[src/rtl/daos_pkg.sv]
// shared types, constants and helpers for the atom orientation search
package daos_pkg;

   localparam int GRID        = 8;
   localparam int CELLS       = GRID * GRID;
   localparam int MAX_ATOMS   = 256;
   localparam int CELL_W      = $clog2(CELLS);
   localparam int ATOM_IDX_W  = $clog2(MAX_ATOMS);
   localparam int ATOM_ADDR_W = ATOM_IDX_W + CELL_W;
   localparam int COUNT_W     = ATOM_IDX_W + 1;
   localparam int COEF_W      = 16;
   localparam int SAMPLE_W    = 10;
   localparam int PROD_W      = COEF_W + SAMPLE_W;
   localparam int ACC_W       = PROD_W + CELL_W;
   localparam int SCORE_W     = 30;
   localparam int GEOMS       = 8;
   localparam int CODE_W      = 4;
   localparam int OP_W        = 2;

   localparam logic [SCORE_W-1:0] SCORE_MAX = '1;

   typedef enum logic [OP_W-1:0] {
      OP_WRITE_ATOM   = 2'd0,
      OP_WRITE_TARGET = 2'd1,
      OP_SEARCH       = 2'd2,
      OP_NONE         = 2'd3
   } daos_op_type;

   typedef enum logic [2:0] {
      ST_IDLE,
      ST_ACCUM,
      ST_DRAIN,
      ST_COMPARE,
      ST_RESP
   } daos_state_type;

   typedef struct packed {
      logic                  atom_we;
      logic                  target_we;
      logic                  search_init;
      logic                  rd_en;
      logic [ATOM_IDX_W-1:0] rd_atom;
      logic [CELL_W-1:0]     rd_cell;
      logic                  acc_clear;
      logic                  cmp_en;
      logic [CODE_W-1:0]     cmp_code;
   } daos_cmd_type;

   typedef struct packed {
      logic busy;
   } daos_status_type;

   // atom cell paired with target cell pos under geometry code
   function automatic logic [CELL_W-1:0] orient_cell(input logic [2:0] code,
                                                     input logic [CELL_W-1:0] pos);
      logic [2:0] r;
      logic [2:0] c;
      logic [2:0] ar;
      logic [2:0] ac;
      r = pos[5:3];
      c = pos[2:0];
      unique case (code)
         3'd0: begin ar = r;  ac = c;  end
         3'd1: begin ar = ~r; ac = ~c; end
         3'd2: begin ar = r;  ac = ~c; end
         3'd3: begin ar = ~r; ac = c;  end
         3'd4: begin ar = c;  ac = r;  end
         3'd5: begin ar = ~c; ac = ~r; end
         3'd6: begin ar = ~c; ac = r;  end
         default: begin ar = c; ac = ~r; end
      endcase
      return {ar, ac};
   endfunction

endpackage

[src/rtl/daos_ctrl.sv]
// controller: handshakes, atom count register and search sequencing
module daos_ctrl import daos_pkg::*; (
   input  logic            clock,
   input  logic            reset,
   input  logic            req_valid,
   output logic            req_ready,
   input  logic [OP_W-1:0] req_op,
   output logic            rsp_valid,
   input  logic            rsp_ready,
   input  logic            csr_write_enable,
   input  logic [COUNT_W-1:0] csr_write_data,
   input  daos_status_type status,
   output daos_cmd_type    cmd
);

   daos_state_type state_ff, state_in;
   logic [COUNT_W-1:0]    count_ff, count_in;
   logic [COUNT_W-1:0]    n_ff, n_in;
   logic [ATOM_IDX_W-1:0] atom_ff, atom_in;
   logic [CELL_W-1:0]     cell_ff, cell_in;
   logic [CODE_W-1:0]     code_ff, code_in;
   logic                  accept;
   logic [COUNT_W-1:0]    n_clamp;
   logic                  last_atom;

   assign accept    = req_valid && req_ready;
   assign n_clamp   = (count_ff > COUNT_W'(MAX_ATOMS)) ? COUNT_W'(MAX_ATOMS) : count_ff;
   assign last_atom = ({1'b0, atom_ff} == (n_ff - COUNT_W'(1)));

   // state and counters
   always_ff @(posedge clock) begin
      if (reset) begin
         state_ff <= ST_IDLE;
         count_ff <= '0;
      end else begin
         state_ff <= state_in;
         count_ff <= count_in;
      end
      n_ff    <= n_in;
      atom_ff <= atom_in;
      cell_ff <= cell_in;
      code_ff <= code_in;
   end

   // next state and commands
   always_comb begin
      state_in  = state_ff;
      count_in  = csr_write_enable ? csr_write_data : count_ff;
      n_in      = n_ff;
      atom_in   = atom_ff;
      cell_in   = cell_ff;
      code_in   = code_ff;
      req_ready = 1'b0;
      rsp_valid = 1'b0;
      cmd       = '0;
      cmd.rd_atom  = atom_ff;
      cmd.rd_cell  = cell_ff;
      cmd.cmp_code = code_ff;
      unique case (state_ff)
         ST_IDLE: begin
            req_ready = 1'b1;
            if (accept) begin
               unique case (daos_op_type'(req_op))
                  OP_WRITE_ATOM:   cmd.atom_we = 1'b1;
                  OP_WRITE_TARGET: cmd.target_we = 1'b1;
                  OP_SEARCH: begin
                     cmd.search_init = 1'b1;
                     n_in    = n_clamp;
                     atom_in = '0;
                     cell_in = '0;
                     state_in = (n_clamp == '0) ? ST_RESP : ST_ACCUM;
                  end
                  default: ;
               endcase
            end
         end
         ST_ACCUM: begin
            cmd.rd_en     = 1'b1;
            cmd.acc_clear = (cell_ff == '0);
            cell_in       = cell_ff + CELL_W'(1);
            if (cell_ff == CELL_W'(CELLS - 1)) begin
               state_in = ST_DRAIN;
            end
         end
         ST_DRAIN: begin
            code_in = '0;
            if (!status.busy) begin
               state_in = ST_COMPARE;
            end
         end
         ST_COMPARE: begin
            cmd.cmp_en = 1'b1;
            code_in    = code_ff + CODE_W'(1);
            if (code_ff == '1) begin
               if (last_atom) begin
                  state_in = ST_RESP;
               end else begin
                  atom_in  = atom_ff + ATOM_IDX_W'(1);
                  cell_in  = '0;
                  state_in = ST_ACCUM;
               end
            end
         end
         ST_RESP: begin
            rsp_valid = 1'b1;
            if (rsp_ready) begin
               state_in = ST_IDLE;
            end
         end
         default: state_in = ST_IDLE;
      endcase
   end

endmodule

[config.mk]
export PLATFORM = sky130hd
export DESIGN_NAME = daos_ctrl
export DESIGN_NICKNAME = d
export VERILOG_FILES = /design/src/rtl/daos_pkg.sv /design/src/rtl/daos_ctrl.sv
export SDC_FILE = /design/constraint.sdc
export NUM_CORES = 1
export LEC_CHECK = 0
export BUFFER_PORTS_ARGS = -buffer_cell sky130_fd_sc_hd__clkbuf_2
export CORE_ASPECT_RATIO = 0.6
export CORE_MARGIN = 4
export CORE_UTILIZATION = 30
export CTS_BUF_LIST = sky130_fd_sc_hd__clkbuf_4 sky130_fd_sc_hd__clkbuf_8 sky130_fd_sc_hd__clkbuf_16
export CTS_CLUSTER_DIAMETER = 100
export DETAILED_ROUTE_END_ITERATION = 8
export GPL_TIMING_DRIVEN = 0
export PLACE_DENSITY = 0.54
export SETUP_SLACK_MARGIN = 0.2
export SYNTH_ARGS = -nofsm -noshare
export SYNTH_HDL_FRONTEND = slang
export SYNTH_SLANG_ARGS = --single-unit
[constraint.sdc]
create_clock -name clock -period 3.2 [get_ports clock]
set_clock_uncertainty 0.1 [all_clocks]
set_input_delay 0.64 -clock clock [delete_from_list [all_inputs] [get_ports clock]]
set_output_delay 0.64 -clock clock [all_outputs]
set_load 0.1 [all_outputs]
==> flow_metrics.tcl <==
set metrics [dict create \
    nets 287 \
    end_kind "output pin" \
    post_cts_buffers 0 \
    relSlewSlack_pct 49.6 \
    place.gp.congestion 0.782 \
    status "finished clean" \
    vias 1688 \
    die_h_um 74.2 \
    viasPerCell 4.78 \
    layout_min_cycle_time_ps 2830 \
    wirelength_um 4940 \
    drv_cap 0 \
    die_area_sq_mm 0.00877 \
    worst_slew_pin_slew_ps 753 \
    power_density_mw_per_mm2 568 \
    ys_seq_elements 39 \
    hp-class "flip-flop to flip-flop" \
    max_freq_mhz 353 \
    cts_root_buf "clkbuf_16" \
    syn_area_sq_mm 0.00219 \
    io_pins 43 \
    path_clk_slew_ps 70 \
    cp.arrival_ps 2090 \
    required_ps 2460 \
    drive_gt1_share_pct 27.1 \
    yosysSeqAreaShare_pct 48.0 \
    wl_per_cell_um 14.0 \
    dp.cells 345 \
    cts_buffer_depth 2 \
    ir_drop_mv 0.352 \
    ys_warn_count 0 \
    cp_max_fo 9 \
    grt.total_usage_pct 12.1 \
    grt_max_degree 15 \
    synth_edf_count 27 \
    h-tree-depth 2 \
    fin_cells 353 \
    crit_chain "buf_4 -> or3_1 -> clkinvlp_4 -> nand2_4 -> nor3_4 -> clkbuf_2" \
    grt_setup_unrepaired "yes" \
    cts_buffers 5 \
    ant_nets 0 \
    die_x_um 118 \
    cp_num_buf_inv 3 \
    worstSetupPathType "flip-flop to output pin" \
    setup_violations 0 \
    avgSynthCellArea_sq_um 10.1 \
    synth_cells 217 \
    areaGrowthSynthToFinish_pct 24.7 \
    diodes 0 \
    drc_errors 0 \
    startpoint_type "flip-flop" \
    hpwl_um 3830 \
    grt_pass1_vias 1648 \
    grt_pass1_wl_um 8380 \
    clock_sinks 39 \
    antenna_found_initial 0 \
    ys_async_sr_fraction_pct 0 \
    gr-total-overflow 0 \
    initial_utilization_pct 31.8 \
    p_leak_nw 1.11 \
    port_buffers 41 \
    critPathSlowestCell "clkbuf_2" \
    fp-row-count 23 \
    fin_tns_setup_ps 0 \
    ys_types 42 \
    syn_nets 239 \
    first_iter_violations 138 \
    core_sq_mm 0.00688 \
    hold_violations 0 \
    slew_viol_final 0 \
    fin_crit_sh_pct 88.5 \
    timing.critical_path.slowest_cell_delay_ps 480 \
    insertion_delay_ps 280 \
    tritoncts "done" \
    fillers 693 \
    synth_flop_cell "edfxtp_1" \
    cp_top_family "buffers and inverters" \
    firstDrtPassIters 4 \
]
## registers in the layout, summed over array words and instances (netlist names)
name and flops:
code_ff 4, n_ff 9, state_ff 3, cell_ff 6, atom_ff 8, count_ff 9
## placed cells by master, fill, tap and decap left out, drive strengths merged
master / count
clkbuf: 52
nor2: 33
edfxtp: 27
xor2: 15
nand3: 15
mux2i: 12
dfxtp: 12
inv: 12
nor3: 10
nor2b: 9
xnor2: 9
and3: 8
nand2: 6
ha: 5
nor4: 5
a21oi: 5
buf: 5
o21ai: 5
or3: 4
a22o: 2
o22ai: 2
clkinvlp: 1
nor4b: 1
nor3b: 1
nand4: 1
a21o: 1
o31ai: 1
a211o: 1
a211oi: 1
and2: 1
nand2b: 1
a22oi: 1
a221oi: 1
or2: 1
## stage by stage
step / area (sq um) / setup WS, ps / utilization [%] / power, mW / hold slack, ps
floorplan: 2240 / 201 / - / 0.935 / 376
global placement: 2550 / 105 / 37.1 / 1.01 / 396
finish: 2730 / 367 / 39.7 / 1.55 / 419
CTS: 2720 / 198 / 39.5 / 1.57 / 410
detailed placement: 2550 / 83.8 / 37.1 / 1.01 / 387
global route: 2730 / 196 / 39.7 / 1.63 / 452
## cell usage after synthesis (2+ instances only)
cell type / n / area share (%)
dfxtp_1: 12 / 11
nor2b_1: 9 / 2.6
nor4_1: 4 / 1.1
nor2_1: 33 / 5.7
a22o_1: 2 / 0.80
edfxtp_1: 27 / 37
buf_6: 2 / 1.0
ha_1: 5 / 2.9
or3_1: 4 / 1.1
and3_1: 7 / 2.0
o21ai_0: 2 / 0.46
a21oi_1: 4 / 0.91
o22ai_1: 2 / 0.57
xnor2_1: 9 / 3.6
buf_2: 2 / 0.46
clkbuf_1: 5 / 0.86
mux2i_1: 12 / 5.5
nand2_1: 6 / 1.0
inv_1: 10 / 1.7
nand3_1: 15 / 3.4
o21ai_2: 2 / 0.80
xor2_1: 15 / 6.0
nor3_1: 9 / 2.1
## worst register-to-register path: stages (launching register included)
cell	delay (ps)
edfxtp_1	440
inv_1	90
ha_1	250
nor2b_1	200
nand2_1	100
a22o_1	210
nor3_1	330
nor4_2	170
a211oi_2	560
## routing by layer
metal | wire length [um] | global-route usage, %
met1 | 2800 | 18.4
met4 | 22 | 3.12
met5 | 0 | 0
met3 | 225 | 3.80
met2 | 1880 | 16.5
## area by class of cell
type	count	area (sq um)	area share [%]
tap	87	109	3.99
multi-input combinational	157	1100	40.2
inverter	11	45.0	1.65
sequential	39	1050	38.5
clock inverter	2	15.0	0.550
buffer	10	58.8	2.15
timing repair buffer	41	205	7.51
clock buffer	6	150	5.50
## where the power goes
group          total, mW  leakage (nW)  internal [mW]  switching (mW)
Combinational      0.383         0.678          0.101           0.282
Sequential         0.618         0.353          0.580          0.0381
Clock              0.550        0.0829          0.340           0.210
## timing repair
action / CTS / global route
hold buffers: 0 / 0
resized for setup: 1 / 2
setup endpoints to repair: 6 / 9
## kinds of logic after synthesis
logic type / Yosys count / share of synthesized area, %
buffers and inverters: 21 / 4.57
AO/OA/AOI/OAI: 20 / 6.63
XOR/XNOR: 24 / 9.60
flip-flops: 39 / 48.0
AND/OR/NAND/NOR: 96 / 22.9
multiplexers: 12 / 5.49
adder cells (fa/ha/maj): 5 / 2.86
## path summary, 6_finish.rpt
| check | start | cells after the start | to | slack, ps |
|---|---|---|---|---|
| worst max-delay path | state_ff[0] | 6 | cmd[22] | 370 |
| worst min-delay path | count_ff[8] | 1 | n_ff[8] | 420 |
| worst max register to register | n_ff[0] | 8 | cell_ff[5] | 380 |
| worst min register to register | count_ff[8] | 1 | n_ff[8] | 420 |
Note: power is estimated with default switching activity, not from simulation.
